**config.mk**
```make
export PLATFORM = sky130hd
export DESIGN_NAME = utf8_line_wrap_mapper_top
export DESIGN_NICKNAME = d
export VERILOG_FILES = /design/src/design/ulw_pkg.sv /design/src/design/ulw_step.sv /design/src/design/ulw_out_fifo.sv /design/src/design/utf8_line_wrap_mapper_top.sv
export VERILOG_INCLUDE_DIRS = /design/src /design/src/design
export SDC_FILE = /design/constraint.sdc
export NUM_CORES = 1
export LEC_CHECK = 0
export BUFFER_PORTS_ARGS = -buffer_cell sky130_fd_sc_hd__buf_2
export CAP_MARGIN = 40
export CORE_ASPECT_RATIO = 0.9
export CORE_MARGIN = 1.5
export CORE_UTILIZATION = 45
export CTS_CLUSTER_DIAMETER = 50
export DETAILED_ROUTE_END_ITERATION = 8
export PLACE_DENSITY_LB_ADDON = 0.1
export SYNTH_ARGS = -nofsm -noshare
export SYNTH_HDL_FRONTEND = slang
export SYNTH_SLANG_ARGS = --single-unit
```
**constraint.sdc**
```tcl
create_clock -name clk -period 8.9 [get_ports clk]
set_input_delay 1.78 -clock clk [delete_from_list [all_inputs] [get_ports clk]]
set_output_delay 1.78 -clock clk [all_outputs]
set_load 0.1 [all_outputs]
```
**src/design/assert_macros.svh**
```systemverilog
// ---------------------------------------------------------------------------
// Assertion macros used by the top-level design file.
// ---------------------------------------------------------------------------
`ifndef ASSERT_MACROS_SVH
`define ASSERT_MACROS_SVH

// Same-cycle implication, disabled while reset is asserted.
`define ASSERT_IMPLY(label, clk, rst_n, ante, cons) \
  label: assert property (@(posedge clk) disable iff (!rst_n) (ante) |-> (cons)) \
    else $error("assertion failed: same-cycle implication");

// Next-cycle implication, disabled while reset is asserted.
`define ASSERT_NEXT(label, clk, rst_n, ante, cons) \
  label: assert property (@(posedge clk) disable iff (!rst_n) (ante) |=> (cons)) \
    else $error("assertion failed: next-cycle implication");

`endif

```
**src/design/ulw_pkg.sv**
```systemverilog
// ---------------------------------------------------------------------------
// ulw_pkg
// Types, constants and helpers of the UTF-8 line wrap mapper.
// ---------------------------------------------------------------------------
`timescale 1ns / 1ps

package ulw_pkg;

  localparam int OFFSET_BITS = 16;
  localparam int OUT_OFS_W   = 16;
  localparam int IDX_W       = 16;
  localparam int COL_W       = 10;
  localparam int ROLE_W      = 4;
  localparam int BYTE_W      = 8;

  localparam logic [BYTE_W-1:0] NEWLINE_BYTE = 8'h0A;
  localparam logic [BYTE_W-1:0] CONT_MASK    = 8'hC0;
  localparam logic [BYTE_W-1:0] CONT_TAG     = 8'h80;

  localparam logic [COL_W-1:0]  WIDTH_RESET  = 10'd80;
  localparam logic [COL_W-1:0]  COL_MAX      = {COL_W{1'b1}};

  localparam int FIFO_DEPTH = 4;
  localparam int PTR_W      = $clog2(FIFO_DEPTH);
  localparam int CNT_W      = $clog2(FIFO_DEPTH + 1);

  typedef logic [OFFSET_BITS-1:0] ofs_t;

  typedef struct packed {
    logic              has_byte;
    logic [BYTE_W-1:0] text_byte;
    logic              ends_message;
    logic [ROLE_W-1:0] message_role;
  } item_t;

  typedef struct packed {
    logic [IDX_W-1:0] msg_cnt;
    ofs_t             byte_pos;
    ofs_t             line_base;
    logic [COL_W-1:0] column;
    logic             line_open;
  } state_t;

  typedef struct packed {
    logic [IDX_W-1:0]     message_index;
    logic [OUT_OFS_W-1:0] start_offset;
    logic [OUT_OFS_W-1:0] end_offset;
    logic [COL_W-1:0]     chars;
    logic [ROLE_W-1:0]    line_role;
    logic                 last_of_run;
  } rec_t;

  // Offsets stop at the all-ones value.
  function automatic ofs_t sat_inc(input ofs_t v);
    ofs_t r;
    if (v == {OFFSET_BITS{1'b1}}) begin
      r = v;
    end else begin
      r = v + ofs_t'(1);
    end
    return r;
  endfunction

endpackage

```
**src/design/ulw_step.sv**
```systemverilog
// ---------------------------------------------------------------------------
// ulw_step
// Per-item next state and up to two line records for one input request.
// ---------------------------------------------------------------------------
`timescale 1ns / 1ps

module ulw_step
  import ulw_pkg::*;
(
  input  item_t            item,
  input  state_t           st,
  input  logic [COL_W-1:0] line_width,
  output state_t           st_nxt,
  output rec_t             rec0,
  output rec_t             rec1,
  output logic [1:0]       rec_n
);

  logic [COL_W-1:0] w_eff;
  logic             is_char;
  logic             a_v;
  logic             b_v;
  ofs_t             a_start;
  ofs_t             a_end;
  logic [COL_W-1:0] a_cnt;
  ofs_t             b_start;
  ofs_t             b_end;
  logic [COL_W-1:0] b_cnt;
  ofs_t             ls_t;
  ofs_t             bp_t;
  logic [COL_W-1:0] col_t;
  logic             open_t;
  logic [IDX_W-1:0] msg_t;

  assign w_eff   = (line_width == '0) ? COL_W'(1) : line_width;
  assign is_char = (item.text_byte & CONT_MASK) != CONT_TAG;

  always_comb begin
    ls_t    = st.line_base;
    bp_t    = st.byte_pos;
    col_t   = st.column;
    open_t  = st.line_open;
    msg_t   = st.msg_cnt;
    a_v     = 1'b0;
    a_start = st.line_base;
    a_end   = st.byte_pos;
    a_cnt   = st.column;

    if (item.has_byte) begin
      if (item.text_byte == NEWLINE_BYTE) begin
        a_v    = 1'b1;
        ls_t   = sat_inc(st.byte_pos);
        col_t  = '0;
        open_t = 1'b0;
      end else begin
        // A lead byte on a full line starts a new line at this byte.
        if (is_char && (st.column >= w_eff)) begin
          a_v   = 1'b1;
          ls_t  = st.byte_pos;
          col_t = '0;
        end
        if (is_char && (col_t != COL_MAX)) begin
          col_t = col_t + COL_W'(1);
        end
        open_t = 1'b1;
      end
      bp_t = sat_inc(st.byte_pos);
    end

    b_v     = 1'b0;
    b_start = ls_t;
    b_end   = bp_t;
    b_cnt   = col_t;
    if (item.ends_message) begin
      // An empty message still reports one empty line.
      if (!item.has_byte && (st.byte_pos == '0) && !st.line_open) begin
        b_v     = 1'b1;
        b_start = '0;
        b_end   = '0;
        b_cnt   = '0;
      end else if (open_t) begin
        b_v = 1'b1;
      end
      msg_t  = st.msg_cnt + IDX_W'(1);
      bp_t   = '0;
      ls_t   = '0;
      col_t  = '0;
      open_t = 1'b0;
    end

    st_nxt.msg_cnt    = msg_t;
    st_nxt.byte_pos   = bp_t;
    st_nxt.line_base  = ls_t;
    st_nxt.column     = col_t;
    st_nxt.line_open  = open_t;

    rec1.message_index = st.msg_cnt;
    rec1.start_offset  = OUT_OFS_W'(b_start);
    rec1.end_offset    = OUT_OFS_W'(b_end);
    rec1.chars         = b_cnt;
    rec1.line_role     = item.message_role;
    rec1.last_of_run   = 1'b1;

    if (a_v) begin
      rec0.message_index = st.msg_cnt;
      rec0.start_offset  = OUT_OFS_W'(a_start);
      rec0.end_offset    = OUT_OFS_W'(a_end);
      rec0.chars         = a_cnt;
      rec0.line_role     = item.message_role;
      rec0.last_of_run   = !b_v;
    end else begin
      rec0 = rec1;
    end

    rec_n = {1'b0, a_v} + {1'b0, b_v};
  end

endmodule

```
**src/design/ulw_out_fifo.sv**
```systemverilog
// ---------------------------------------------------------------------------
// ulw_out_fifo
// Small record queue; takes up to two records a cycle, gives one.
// ---------------------------------------------------------------------------
`timescale 1ns / 1ps

module ulw_out_fifo
  import ulw_pkg::*;
(
  input  logic             clk,
  input  logic             rst_n,
  input  logic [1:0]       push_n,
  input  rec_t             push0,
  input  rec_t             push1,
  input  logic             pop,
  output rec_t             head,
  output logic [CNT_W-1:0] count,
  output logic             room2
);

  rec_t             mem_r [FIFO_DEPTH];
  logic [PTR_W-1:0] wr_ptr_r;
  logic [PTR_W-1:0] wr_ptr_nxt;
  logic [PTR_W-1:0] rd_ptr_r;
  logic [PTR_W-1:0] rd_ptr_nxt;
  logic [CNT_W-1:0] cnt_r;
  logic [CNT_W-1:0] cnt_nxt;
  logic [PTR_W-1:0] wr_ptr_p1;

  assign wr_ptr_p1  = wr_ptr_r + PTR_W'(1);
  assign wr_ptr_nxt = wr_ptr_r + PTR_W'(push_n);
  assign rd_ptr_nxt = rd_ptr_r + PTR_W'(pop);
  assign cnt_nxt    = cnt_r + CNT_W'(push_n) - CNT_W'(pop);

  assign head  = mem_r[rd_ptr_r];
  assign count = cnt_r;
  assign room2 = cnt_r <= CNT_W'(FIFO_DEPTH - 2);

  always_ff @(posedge clk) begin
    if (!rst_n) begin
      wr_ptr_r <= '0;
      rd_ptr_r <= '0;
      cnt_r    <= '0;
    end else begin
      wr_ptr_r <= wr_ptr_nxt;
      rd_ptr_r <= rd_ptr_nxt;
      cnt_r    <= cnt_nxt;
    end
  end

  always_ff @(posedge clk) begin
    if (push_n != 2'd0) begin
      mem_r[wr_ptr_r] <= push0;
    end
    if (push_n == 2'd2) begin
      mem_r[wr_ptr_p1] <= push1;
    end
  end

endmodule

```
**src/design/utf8_line_wrap_mapper_top.sv**
```systemverilog
// ---------------------------------------------------------------------------
// utf8_line_wrap_mapper_top
// Cuts a stream of UTF-8 message bytes into display line records.
//
// Input channel (in_*): one request per text byte, or an empty-message
// marker with in_has_byte low, tagged with role and end-of-message flag.
// Output channel (out_*): one request per line record; out_last_of_run
// marks the final record caused by an input request.
// Config channel (cfg_*): writes line_width; always ready. line_width must be
// written only while the block is idle; the block does not enforce this.
// An input request is held in a request register; its records are then written
// into the record queue that drives out_*, and a full queue can hold them back.
// Throughput: one input request per cycle while each causes at most one
// record and the receiver does not stall; a request that causes two records
// is held back by the single output port behind a four-entry record queue.
// Reset clears all counters, empties the queue and sets line_width to 80.
// When the receiver stalls, the queue fills and in_stall rises while a held
// request cannot fit two more records; no request or record is ever dropped.
// ---------------------------------------------------------------------------
`timescale 1ns / 1ps

`include "assert_macros.svh"

module utf8_line_wrap_mapper_top
  import ulw_pkg::*;
(
  input  logic                 clk,
  input  logic                 rst_n,

  input  logic                 in_valid,
  output logic                 in_stall,
  input  logic                 in_has_byte,
  input  logic [BYTE_W-1:0]    in_text_byte,
  input  logic                 in_ends_message,
  input  logic [ROLE_W-1:0]    in_message_role,

  output logic                 out_valid,
  input  logic                 out_stall,
  output logic [IDX_W-1:0]     out_message_index,
  output logic [OUT_OFS_W-1:0] out_start_offset,
  output logic [OUT_OFS_W-1:0] out_end_offset,
  output logic [COL_W-1:0]     out_char_count,
  output logic [ROLE_W-1:0]    out_line_role,
  output logic                 out_last_of_run,

  input  logic                 cfg_valid,
  output logic                 cfg_ready,
  input  logic [COL_W-1:0]     cfg_line_width
);

  logic [COL_W-1:0] width_r;
  item_t            item_r;
  item_t            item_nxt;
  logic             item_vld_r;
  logic             item_vld_nxt;
  state_t           st_r;
  state_t           st_nxt;
  rec_t             rec0;
  rec_t             rec1;
  logic [1:0]       rec_n;
  logic [1:0]       push_n;
  logic             proc;
  logic             in_acc;
  logic             pop;
  rec_t             head;
  logic [CNT_W-1:0] q_count;
  logic             q_room2;

  assign cfg_ready = 1'b1;

  always_ff @(posedge clk) begin
    if (!rst_n) begin
      width_r <= WIDTH_RESET;
    end else if (cfg_valid && cfg_ready) begin
      width_r <= cfg_line_width;
    end
  end

  // The held request is processed once the queue can take two records.
  assign proc     = item_vld_r && q_room2;
  assign in_stall = item_vld_r && !q_room2;
  assign in_acc   = in_valid && !in_stall;

  assign item_nxt.has_byte     = in_has_byte;
  assign item_nxt.text_byte    = in_text_byte;
  assign item_nxt.ends_message = in_ends_message;
  assign item_nxt.message_role = in_message_role;
  assign item_vld_nxt          = in_acc || (item_vld_r && !proc);

  always_ff @(posedge clk) begin
    if (!rst_n) begin
      item_vld_r <= 1'b0;
      st_r       <= '0;
    end else begin
      item_vld_r <= item_vld_nxt;
      if (proc) begin
        st_r <= st_nxt;
      end
    end
  end

  always_ff @(posedge clk) begin
    if (in_acc) begin
      item_r <= item_nxt;
    end
  end

  ulw_step u_step (
    .item       (item_r),
    .st         (st_r),
    .line_width (width_r),
    .st_nxt     (st_nxt),
    .rec0       (rec0),
    .rec1       (rec1),
    .rec_n      (rec_n)
  );

  assign push_n = proc ? rec_n : 2'd0;
  assign pop    = out_valid && !out_stall;

  ulw_out_fifo u_fifo (
    .clk    (clk),
    .rst_n  (rst_n),
    .push_n (push_n),
    .push0  (rec0),
    .push1  (rec1),
    .pop    (pop),
    .head   (head),
    .count  (q_count),
    .room2  (q_room2)
  );

  assign out_valid         = q_count != '0;
  assign out_message_index = head.message_index;
  assign out_start_offset  = head.start_offset;
  assign out_end_offset    = head.end_offset;
  assign out_char_count    = head.chars;
  assign out_line_role     = head.line_role;
  assign out_last_of_run   = head.last_of_run;

  `ASSERT_IMPLY(a_queue_bound, clk, rst_n, 1'b1, q_count <= CNT_W'(FIFO_DEPTH))
  `ASSERT_IMPLY(a_push_room, clk, rst_n, push_n != 2'd0, q_room2 && item_vld_r)
  `ASSERT_NEXT(a_held_kept, clk, rst_n, item_vld_r && !proc, item_vld_r && $stable(item_r))
  `ASSERT_IMPLY(a_rec_bound, clk, rst_n, item_vld_r, rec_n != 2'd3)

endmodule
```
Word-level counts from Yosys, hierarchy flattened
Memory sizes are Yosys's and may differ from the RTL's. A register that Yosys moved wholly into a read port is not among the register bits.
Index checks and enable logic that the tools add are counted.
- latch bits: 0
- output and inout bits: 66
- bits of input ports: 29
- memories: 1
- bits in writable memories: 252
- bits in registers: 91
- memory bits (read-only): 0
- bitwise gates (word level): 0
- shift-type cells: 0
- reduce and logical (&&, ||, !) cells: 22
- div/mod/pow operators: 0
- multipliers: 0
- muxes and demuxes: 37
- eq/ne operators: 5
- $lt $le $gt $ge: 2
- add/subtract/negate cells: 9
- memories (memory ; depth ; bits a word ; read ports ; clocked after memory_dff ; wr ports ; line ; source):
    u_fifo.mem_r ; 4 ; 63 ; 1 ; 1 ; 2 ; ulw_out_fifo.sv:21 ; rec_t mem_r [FIFO_DEPTH];
- operator list (operator ; number):
    $mux W16 ; 11
    $mux W10 ; 10
    $mux W47 ; 1
    $add A16 B1 Y16 const B ; 2
    $eq A16 B16 Y1 const B ; 1
    $logic_not A16 Y1 ; 1
    $mux W1 ; 13
    $add A10 B1 Y10 const B ; 1
    $ge A10 B10 Y1 ; 1
    $logic_not A10 Y1 ; 1
    $ne A10 B10 Y1 const B ; 1
    $logic_and A1 B1 Y1 ; 9
    $eq A8 B4 Y1 const B ; 1
    $logic_not A1 Y1 ; 7
    $mux W2 ; 2
    $add A3 B2 Y3 ; 1
    $le A3 B2 Y1 const B ; 1
    $reduce_bool A3 Y1 ; 1
    $sub A3 B1 Y3 ; 1
    $add A1 B1 Y2 ; 1
    $add A2 B1 Y2 ; 1
    $add A2 B1 Y2 const B ; 1
    $add A2 B2 Y2 ; 1
    $eq A2 B2 Y1 const B ; 1
    other kinds (4) ; 4

Depth between registers and ports, before layout
Gate-level depths: netlist of run 1.
- depth in word-level cells: 15
- mapped depth: 22
- gate-level depth less buffers: 18

Cells and area by module
From an unflattened synthesis of run 1, not the netlist that was laid out.
- cells, all modules: 1540
- area total of the unflattened synthesis: 19205.9 µm²
- modules (own cells, without submodules) (module ; seq. area each (µm²) ; instances ; area an instance (µm²) ; cells an instance):
    ulw_out_fifo ; 7707.4 ; 1 ; 12558.3 ; 650
    ulw_step ; 0.0 ; 1 ; 3499.6 ; 564
    utf8_line_wrap_mapper_top ; 1821.7 ; 1 ; 3148.0 ; 326

Worst setup path before layout of run 1
Ideal clock, no wire load.
- path type: register to register
- from: reg width_r[5]
- to: mem u_fifo.mem_r[1][10] in the netlist's numbering, enable pin
- arrival: 5.187 ns
- slack: 3.266 ns
- clock period less this slack: 5.634 ns
- library setup time: 0.448 ns
- cell stages (with the launch flop): 18
- buffers on the path: 4
- path through: dfxtp_1 > nor4_1 > a41o_1 > ha_1 > nand2b_1 > a211oi_2 > o2bb2ai_2 > a21oi_4 > inv_2 > buf_2 > buf_2 > ha_1 > buf_2 > o21ai_1 > nor2_1 > nor2_1 > inv_1 > clkbuf_1
- RTL lines (element ; line ; source):
    from (decl) ; utf8_line_wrap_mapper_top.sv:51 ; logic [COL_W-1:0] width_r;
    from (signal assigned) ; utf8_line_wrap_mapper_top.sv:75 ; width_r <= cfg_line_width;
    to (decl) ; ulw_out_fifo.sv:21 ;

==> run_results.csv, run 1 <==
group,metric,value,unit
timing,hold_viol,0,
route,wl,50.3,mm
placed_design,hpwl,33.1,mm
layout,nets,1662,
timing,fin_skew,0.0224,ns
global_routing,grt_usage,25.4,%
synthesis,yosys_warnings,0,
setup_path,cp.arrival,6.02,ns
setup_path,critPathMaxFanout,38,
layout,multiInputGateArea,7610,sq um
flow_run,max_cap_viol_count,0,
clocking,cts_resized,0,
placed_design,dpl_cell_area,18700,sq um
setup_path,cp.required,9.28,ns
timing,relSlewSlack,35.9,%
clocking,cts_buffers,42,
layout,antenna_cells,0,
global_routing,grt_pass1_vias,12700,
synthesis,yosys.area.top_type,"edfxtp_1",
placed_design,io_buffer_count,93,
route,drtIter0Drc,1457,
global_routing,grt_pass1_wl,77.5,mm
timing,fin_tns_setup,0,ns
die,core_area,38600,sq um
clocking,clock_path_buffers,3,
setup_path,critPathMaxStageDelay,0.60,ns
layout,nFillCells,3406,
synthesis,ys_seq_elements,343,
setup_path,end_kind,"flip-flop",
setup_path,endpoint,"u_fifo.mem_r[0][32]",
timing,fmax,177,MHz
clocking,cts.sinks,343,
worst_hold_path,hp-start,"u_fifo.mem_r[1][0]",
die,pin_count,95,
setup_path,cp-startpoint,"width_r[5]",
layout,utilization,51.9,%
status,status,"finished, final reports clean",
synthesis,yosys-top-cells-area,"edfxtp_1 (44%), dfxtp_1 (9.1%), mux4_2 (8.0%)",
layout,synthToLayoutAreaGrowth,13.1,%
setup_path,ff2ff_path_depth,16,
setup_path,criticalPathCategory,"reg2reg",
worst_hold_path,min_path_type,"reg2reg",
synthesis,synthArstFlopShare,0,%
power_and_ir_drop,totalPowerFinal,5.06,mW
clocking,hold_buffers,0,
route,drc,0,
synthesis,ys_seq_area_share,53.5,%
power_and_ir_drop,powerDensity,252,nW/um^2
clocking,ctsHtreeMaxLevel,2,
die,placementRows,68,
die,dieHeight,191,um
route,postRouteAntennaNets,0,
route,vias_per_cell,6.09,
power_and_ir_drop,leakagePower,6.74,nW
setup_path,critPathBufInv,3,
synthesis,synthCells,1568,
setup_path,reg2reg_slack,3.26,ns
die,dieWidth,212,um
synthesis,synth_top_flop_cell,"edfxtp_1",
clocking,clkSlewWorstSetupHoldPaths,0.06,ns
setup_path,timing.rr.start,"width_r[5]",
route,drt-pass1-iter-count,6,
setup_path,crit_path_top_delay_cell,"ha_1",
layout,final_area,20100,sq um
die,initial_core_util,45.9,%
timing,finalCritPeriodShare,63.4,%
timing,worstMarginPinSlew,0.959,ns
setup_path,r2r-end,"u_fifo.mem_r[0][32]",
timing,post-route-min-period,5.64,ns
setup_path,crit_chain,"nor4_1 -> a41o_1 -> ha_1 -> nand2b_1 -> a211oi_2 -> o2bb2ai_2 -> a21oi_4 -> buf_4 -> inv_2 -> ha_1 -> o21ai_1 -> nor2_4 -> buf_4 -> o21a_1 -> nand2_1 -> o21ai_0",
clocking,cts_tree,"done",
synthesis,postSynthAreaPerCell,11.3,sq um
timing,finalMaxSlewViolations,0,
placed_design,placedCellCount,2092,
synthesis,synth_edf_count,262,
synthesis,syn_nets,1619,
die,die_area,40600,sq um
layout,final_cell_count_no_fill,2170,
route,dr_total_vias,13200,
setup_path,cp.depth,16,
power_and_ir_drop,max-vdd-ir-drop,0.165,mV
synthesis,synth_top_area_share,44.4,%
synthesis,ys_types,90,
clocking,clk_latency,0.57,ns
route,wl_per_cell,23.2,um
global_routing,antenna_found_initial,0,
synthesis,netlist_area,17700,sq um
placed_design,gp_congestion,0.954,
layout,seqCellArea,9500,sq um
setup_path,critPathLaunchType,"flip-flop",
global_routing,grt_start_max_net_pins,79,
timing,setup_viol,0,
layout,drive_gt1_share,18.6,%
clocking,cts_root_buffer,"clkbuf_16",
setup_path,cpLargestDelayFamily,"compound AO/OA/AOI/OAI gates",
clocking,cts_setup_buffers,0,
global_routing,grt_overflow_total,0,
timing,rsz0062_at_grt,"no",
## through the flow
| step | worst slack [ns] | hold WS [ns] |
|---|---|---|
| finish | 3.26 | 0.478 |
| global route | 2.91 | 0.508 |
| CTS | 3.30 | 0.480 |
| detailed placement | 3.34 | 0.467 |
| global placement | 3.07 | 0.465 |
| floorplan | 3.27 | 0.438 |
## power by group
group / switching [mW] / internal, mW
logic: 1.20 / 0.352
registers: 0.0773 / 1.77
clock network: 0.700 / 0.952
## worst reg2reg max path, delay by kind of cell (launching register included)
family          cells  cell delay [ns]
flops               1             0.32
fa+ha+maj           2             0.82
compound gates      7             2.06
buf+inv             3             1.24
simple gates        4             1.03
## synth_stat cells, types with 7 or more instances
cell and count:
buf_2 40, a31oi_1 11, nor2b_1 24, inv_1 29, nand4_1 17, o31ai_1 25, nand2_1 135, o211ai_1 9
o21ai_1 20, or3_1 9, mux4_2 63, nor4_1 7, nor2_1 116, nand3_1 32, dfxtp_1 81, clkbuf_1 76
buf_1 7, edfxtp_1 262, ha_1 21, a22o_1 56, xnor2_1 16, nor3_1 25, o21ai_0 126, o22ai_1 10
and2_1 113, nand2b_1 9, mux2i_1 11, a311oi_1 10, a21oi_1 64, and3_1 16, a32o_1 7, a22oi_1 9
## metal layers
metal | share of wire (%) | GRT usage [%]
met5 | 0 | 0
met1 | 45 | 36.3
met4 | 3.3 | 9.40
met3 | 8.8 | 5.39
met2 | 43 | 37.8
## worst min path at each step
stage / endpoint / cells past startpoint
final: u_fifo.mem_r[1][0] / 2
after global routing: u_fifo.mem_r[3][0] / 2
after CTS: u_fifo.mem_r[1][0] / 2
after detailed placement: u_fifo.mem_r[1][0] / 2
after global placement: u_fifo.mem_r[1][0] / 2
after floorplan: u_fifo.mem_r[1][0] / 2
## cell type report
cell class | count | area share [%]
Tap cell | 525 | 3.28
Multi-Input combinational cell | 1063 | 38.0
Inverter | 31 | 0.587
Timing Repair Buffer | 130 | 4.14
Clock inverter | 26 | 1.20
Sequential cell | 343 | 47.4
Clock buffer | 52 | 5.48
## registers in the layout, indices dropped and copies added, names as in the netlist
name	cells
st_r	59
u_fifo.wr_ptr_r	2
item_vld_r	1
u_fifo.mem_r	252
item_r	14
width_r	10
u_fifo.count	3
u_fifo.rd_ptr_r	2
## logic make-up (layout without fill, tap and decap cells)
| logic type | after synthesis | after routing | synth area share (%) |
|---|---|---|---|
| AND/OR/NAND/NOR | 527 | 527 | 15.2 |
| AO/OA/AOI/OAI | 417 | 417 | 16.0 |
| flip-flops | 343 | 343 | 53.5 |
| buffers and inverters | 162 | 239 | 3.92 |
| multiplexers | 76 | 76 | 8.78 |
| adder cells (fa/ha/maj) | 22 | 22 | 1.60 |
| XOR/XNOR | 20 | 20 | 0.988 |
| other | 1 | 1 | 0.0212 |
## layout by cell type, fill, tap and decap left out, types with 10 or more instances in the layout
master / instances
edfxtp_1: 262
nand2_1: 135
o21ai_0: 126
nor2_1: 113
and2_1: 113
buf_2: 93
dfxtp_1: 79
a21oi_1: 64
mux4_2: 63
a22o_1: 56
clkbuf_16: 42
nand3_1: 32
buf_4: 29
inv_1: 28
o31ai_1: 25
nor2b_1: 24
nor3_1: 23
ha_1: 21
o21ai_1: 18
nand4_1: 17
and3_1: 16
xnor2_1: 16
a31oi_1: 11
mux2i_1: 11
a311oi_1: 10
o22ai_1: 10
(Power assumes the default switching activity.)
==> inputs of run 2 (changes only) <==
- clock period: 8.9 -> 4.85 ns (I/O delays scaled with it)
==> run 2 against run 1 <==
Die area did not move. Clock skew fell by 0.0077 ns. Total power rose by 88%. Cell count rose by 1.6%. Highest routed layer unchanged. Worst hold slack improved by 0.0065 ns. Setup slack got worse by 2.9 ns. Utilization rose by 1.0 points. Clock-buffer cell count rose by 5.
==> run_results.csv, run 2 (same netlist as run 1, synthesis figures left out) <==
group,metric,value,unit
status,status,"finished, final reports clean",
die,dieWidth,212,um
layout,regMostFlops,"u_fifo.mem_r",
timing,fin_tns_setup,0,ns
setup_path,critPathBufInv,3,
clocking,cts_resized,0,
setup_path,critPathLaunchType,"flip-flop",
layout,nets,1697,
die,pin_count,95,
timing,finalMaxSlewViolations,0,
global_routing,grt_start_max_net_pins,84,
worst_hold_path,min_to,"u_fifo.mem_r[3][0]",
layout,nFillCells,3418,
route,dr_total_vias,13300,
worst_hold_path,hp-start,"u_fifo.mem_r[3][0]",
route,drt-pass1-iter-count,5,
global_routing,grt_usage,26.5,%
power_and_ir_drop,totalPowerFinal,9.51,mW
placed_design,io_buffer_count,93,
clocking,cts.sinks,343,
die,placementRows,68,
timing,finalCritPeriodShare,92.0,%
setup_path,criticalPathCategory,"reg2reg",
clocking,clkSlewWorstSetupHoldPaths,0.06,ns
layout,largest_reg_flops,252,
die,die_area,40600,sq um
global_routing,antenna_found_initial,0,
layout,antenna_cells,0,
setup_path,critPathMaxFanout,23,
die,core_area,38600,sq um
layout,synthToLayoutAreaGrowth,15.3,%
timing,relSlewSlack,45.2,%
worst_hold_path,min_path_type,"reg2reg",
timing,fmax,224,MHz
timing,setup_viol,0,
global_routing,grt_pass1_vias,12800,
die,initial_core_util,45.9,%
timing,rsz0062_at_grt,"no",
clocking,cts_buffers,42,
global_routing,grt_pass1_wl,80.4,mm
timing,hold_viol,0,
layout,drive_gt1_share,20.6,%
clocking,cts_root_buffer,"clkbuf_16",
setup_path,critPathMaxStageDelay,0.61,ns
setup_path,ff2ff_path_depth,10,
route,postRouteAntennaNets,0,
setup_path,cp.arrival,4.67,ns
setup_path,cp.required,5.06,ns
route,vias_per_cell,6.02,
global_routing,grt_overflow_total,0,
placed_design,hpwl,34.2,mm
setup_path,end_kind,"flip-flop",
die,dieHeight,191,um
setup_path,crit_path_top_delay_cell,"and3_1",
timing,timing.hold.ws,0.485,ns
layout,final_cell_mix,"edfxtp_1 (262), nand2_1 (135), o21ai_0 (126)",
setup_path,cpLargestDelayFamily,"simple AND/OR/NAND/NOR gates",
layout,final_common_cell,"edfxtp_1",
clocking,cts_setup_buffers,0,
power_and_ir_drop,powerDensity,465,nW/um^2
timing,worstMarginPinSlew,0.822,ns
layout,top_regs,"u_fifo.mem_r: 252 flops, st_r: 59 flops, item_r: 14 flops",
clocking,cts_tree,"done",
timing,post-route-min-period,4.46,ns
power_and_ir_drop,max-vdd-ir-drop,0.318,mV
route,drc,0,
route,wl_per_cell,23.7,um
route,drtIter0Drc,1240,
timing,fin_skew,0.0147,ns
power_and_ir_drop,leakagePower,6.95,nW
clocking,hold_buffers,0,
setup_path,timing.rr.start,"st_r[35]",
setup_path,r2r-end,"u_fifo.mem_r[1][27]",
route,wl,52.3,mm
clocking,clock_path_buffers,3,
worst_hold_path,min_delay_path_depth,2,
clocking,ctsHtreeMaxLevel,2,
clocking,clk_latency,0.56,ns
setup_path,reg2reg_slack,0.39,ns
setup_path,crit_chain,"nor4_1 -> nand3_1 -> or4_1 -> o21ai_0 -> ha_1 -> inv_1 -> and3_1 -> nor2_1 -> clkinv_2 -> buf_4",
placed_design,gp_congestion,0.912,
flow_run,max_cap_viol_count,0,
==> run 2: metal layers <==
layer / routed length, um / track usage (%)
met1: 23600 / 38.3
met2: 23400 / 40.5
met3: 4250 / 4.76
met4: 1120 / 7.94
met5: 0 / 0
==> run 2: area by class of cell <==
cell class                      count  area (sq um)  area share (%)
Tap cell                          525           657            3.21
Clock inverter                     21           210            1.03
Multi-Input combinational cell   1063          7600            37.2
Sequential cell                   343          9500            46.5
Inverter                           31           118           0.575
Timing Repair Buffer              165          1100            5.40
Clock buffer                       57          1250            6.13
==> run 2: worst min-delay path, delay by kind of cell, from the launching register on <==
kind | cells | cell delay (ns)
compound gates | 1 | 0.05
buf+inv | 1 | 0.05
flops | 1 | 0.33
==> run 2: power breakdown <==
part	total (mW)	switching (mW)	internal [mW]
Sequential	3.36	0.103	3.25
Clock	3.25	1.23	2.02
Combinational	2.90	2.25	0.652
Total	9.51	3.58	5.93
==> run 2: how the worst max path moves through the flow <==
stage                     depth (start not counted)                   to  startpoint
final                                            10  u_fifo.mem_r[1][27]    st_r[35]
after CTS                                        19   u_fifo.mem_r[2][9]  width_r[5]
after detailed placement                         19   u_fifo.mem_r[0][9]  width_r[5]
after floorplan                                  18  u_fifo.mem_r[1][54]  width_r[5]
after global routing                             10  u_fifo.mem_r[1][14]    st_r[35]
after global placement                           19   u_fifo.mem_r[0][9]  width_r[5]
==> run 2: stage by stage <==
step	cell area, sq um	setup WS [ns]	utilization (%)	instances
detailed placement	19000	0.346	49.1	2127
CTS	20400	0.331	52.9	2205
global route	20400	0.0864	52.9	2205
global placement	18900	0.268	49.0	2124
floorplan	17700	0.166	-	1568
finish	20400	0.390	52.9	2205
==> inputs of run 3 (changes only) <==
- SKIP_LAST_GASP: unset -> 1
- clock period: 4.85 -> 5.1 ns (I/O delays scaled with it)
==> run 3 against run 2 <==
Maximum frequency down 4.0%. Global-route usage fell by 0.32 points. First-iteration DRC count grew 8.1%. Routed wire length shrank 0.13%. Register-to-register slack gained 0.06 ns. Critical path type unchanged. Via count rose by 1.5%.
==> run_results.csv, run 3 (same netlist as run 1, synthesis figures left out) <==
group,metric,value,unit
status,status,"finished, final reports clean",
power_and_ir_drop,leakagePower,6.92,nW
clocking,cts_buffers,44,
flow_run,max_cap_viol_count,0,
setup_path,cp.depth,19,
setup_path,critPathBufInv,2,
die,dieWidth,212,um
clocking,hold_buffers,0,
layout,antenna_cells,0,
clocking,clk_latency,0.55,ns
setup_path,cp.required,5.39,ns
layout,nets,1704,
setup_path,end_kind,"flip-flop",
worst_hold_path,min_delay_path_depth,2,
die,placementRows,68,
setup_path,critPathLaunchType,"flip-flop",
route,wl,52.3,mm
layout,drive_gt1_share,20.5,%
clocking,cts_root_buffer,"clkbuf_16",
timing,hold_viol,0,
global_routing,grt_pass1_wl,79.6,mm
timing,worstMarginPinSlew,0.897,ns
layout,largest_reg_flops,252,
clocking,clkSlewWorstSetupHoldPaths,0.06,ns
global_routing,antenna_found_initial,0,
setup_path,critPathMaxStageDelay,0.33,ns
setup_path,criticalPathCategory,"reg2reg",
placed_design,io_buffer_count,93,
power_and_ir_drop,powerDensity,436,nW/um^2
setup_path,critPathMaxFanout,11,
global_routing,grt_overflow_total,0,
route,drt-pass1-iter-count,6,
worst_hold_path,min_path_type,"reg2reg",
timing,post-route-min-period,4.65,ns
layout,synthToLayoutAreaGrowth,14.9,%
timing,finalMaxSlewViolations,0,
die,die_area,40600,sq um
setup_path,ff2ff_path_depth,19,
route,dr_total_vias,13500,
setup_path,cp.arrival,4.94,ns
placed_design,hpwl,35.1,mm
timing,finalCritPeriodShare,91.1,%
route,postRouteAntennaNets,0,
setup_path,crit_chain,"nor4_1 -> a41o_1 -> ha_1 -> nand2b_1 -> a211oi_2 -> a2bb2oi_1 -> o21ai_1 -> nand2_1 -> and2_1 -> ha_1 -> inv_1 -> nor2_1 -> nand2_1 -> a211oi_1 -> buf_4 -> nor3_1 -> a21oi_1 -> a31oi_2 -> a22o_1",
die,initial_core_util,45.9,%
setup_path,crit_path_top_delay_cell,"nor4_1",
layout,final_cell_mix,"edfxtp_1 (262), nand2_1 (135), o21ai_0 (126)",
clocking,clock_path_buffers,3,
global_routing,grt_start_max_net_pins,78,
timing,timing.hold.ws,0.482,ns
route,drc,0,
power_and_ir_drop,max-vdd-ir-drop,0.262,mV
clocking,cts_tree,"done",
placed_design,gp_congestion,0.921,
clocking,cts.sinks,343,
die,dieHeight,191,um
die,pin_count,95,
timing,fmax,215,MHz
clocking,ctsHtreeMaxLevel,2,
timing,relSlewSlack,40.0,%
global_routing,grt_usage,26.1,%
layout,regMostFlops,"u_fifo.mem_r",
die,core_area,38600,sq um
layout,top_regs,"u_fifo.mem_r: 252 flops, st_r: 59 flops, item_r: 14 flops",
layout,final_common_cell,"edfxtp_1",
timing,fin_skew,0.0177,ns
route,vias_per_cell,6.08,
setup_path,cpLargestDelayFamily,"compound AO/OA/AOI/OAI gates",
timing,setup_viol,0,
global_routing,grt_pass1_vias,13000,
power_and_ir_drop,totalPowerFinal,8.88,mW
route,drtIter0Drc,1340,
timing,fin_tns_setup,0,ns
timing,rsz0062_at_grt,"no",
route,wl_per_cell,23.6,um
-- run 3: cell count changes in the layout (fill, tap and decap cells not counted), sizes merged --
cell,before,now
buf,165,170
bufinv,4,1
clkbuf,57,60
clkinv,14,12
clkinvlp,2,4
inv,32,36
-- run 3: power breakdown --
| part | total, mW | switching (mW) | internal (mW) | leakage (nW) |
|---|---|---|---|---|
| Combinational | 2.72 | 2.09 | 0.626 | 3.31 |
| Sequential | 3.23 | 0.133 | 3.09 | 2.94 |
| Clock | 2.94 | 1.21 | 1.73 | 0.666 |
| Total | 8.88 | 3.44 | 5.45 | 6.92 |
-- run 3: metrics by stage --
stage / cell area [sq um] / cells / util, % / setup WS [ns]
after floorplan: 17700 / 1568 / - / 0.416
after global placement: 18900 / 2128 / 48.9 / 0.472
after detailed placement: 19000 / 2132 / 49.2 / 0.497
after CTS: 20400 / 2214 / 52.7 / 0.447
after global routing: 20400 / 2214 / 52.7 / 0.116
final: 20400 / 2214 / 52.7 / 0.453
-- run 3: layer usage --
metal	routed length, um	track usage [%]
met5	0	0
met4	1560	8.87
met3	4600	5.54
met2	22900	39.0
met1	23200	37.8
-- run 3: repair_timing --
item / in CTS / in global routing
buffers inserted: 0 / 0
gates resized for setup: 0 / 1
endpoints found under the setup margin: 0 / 1
-- run 3: area by class of cell --
cell class,instances,area (sq um)
fillers,3381,18300
flip-flops and latches,343,9500
multi-input cells,1063,7600
clock buffers,60,1210
repair buffers,170,1130
well taps,525,657
clock inverters,22,158
inverters,31,118
-- run 3: path summary, 6_finish.rpt --
check | startpoint | endpoint | slack, ns
max | width_r[5] | u_fifo.mem_r[1][9] | 0.45
min | u_fifo.mem_r[3][0] | u_fifo.mem_r[3][0] | 0.48
max reg2reg | width_r[5] | u_fifo.mem_r[1][9] | 0.45
min reg2reg | u_fifo.mem_r[3][0] | u_fifo.mem_r[3][0] | 0.48
-- run 3: worst min-delay path, delay by kind of cell, from the launching register on --
family	cells	cell delay, ns
DFF	1	0.32
AOI/OAI and AO/OA	1	0.06
buffers and inverters	1	0.05
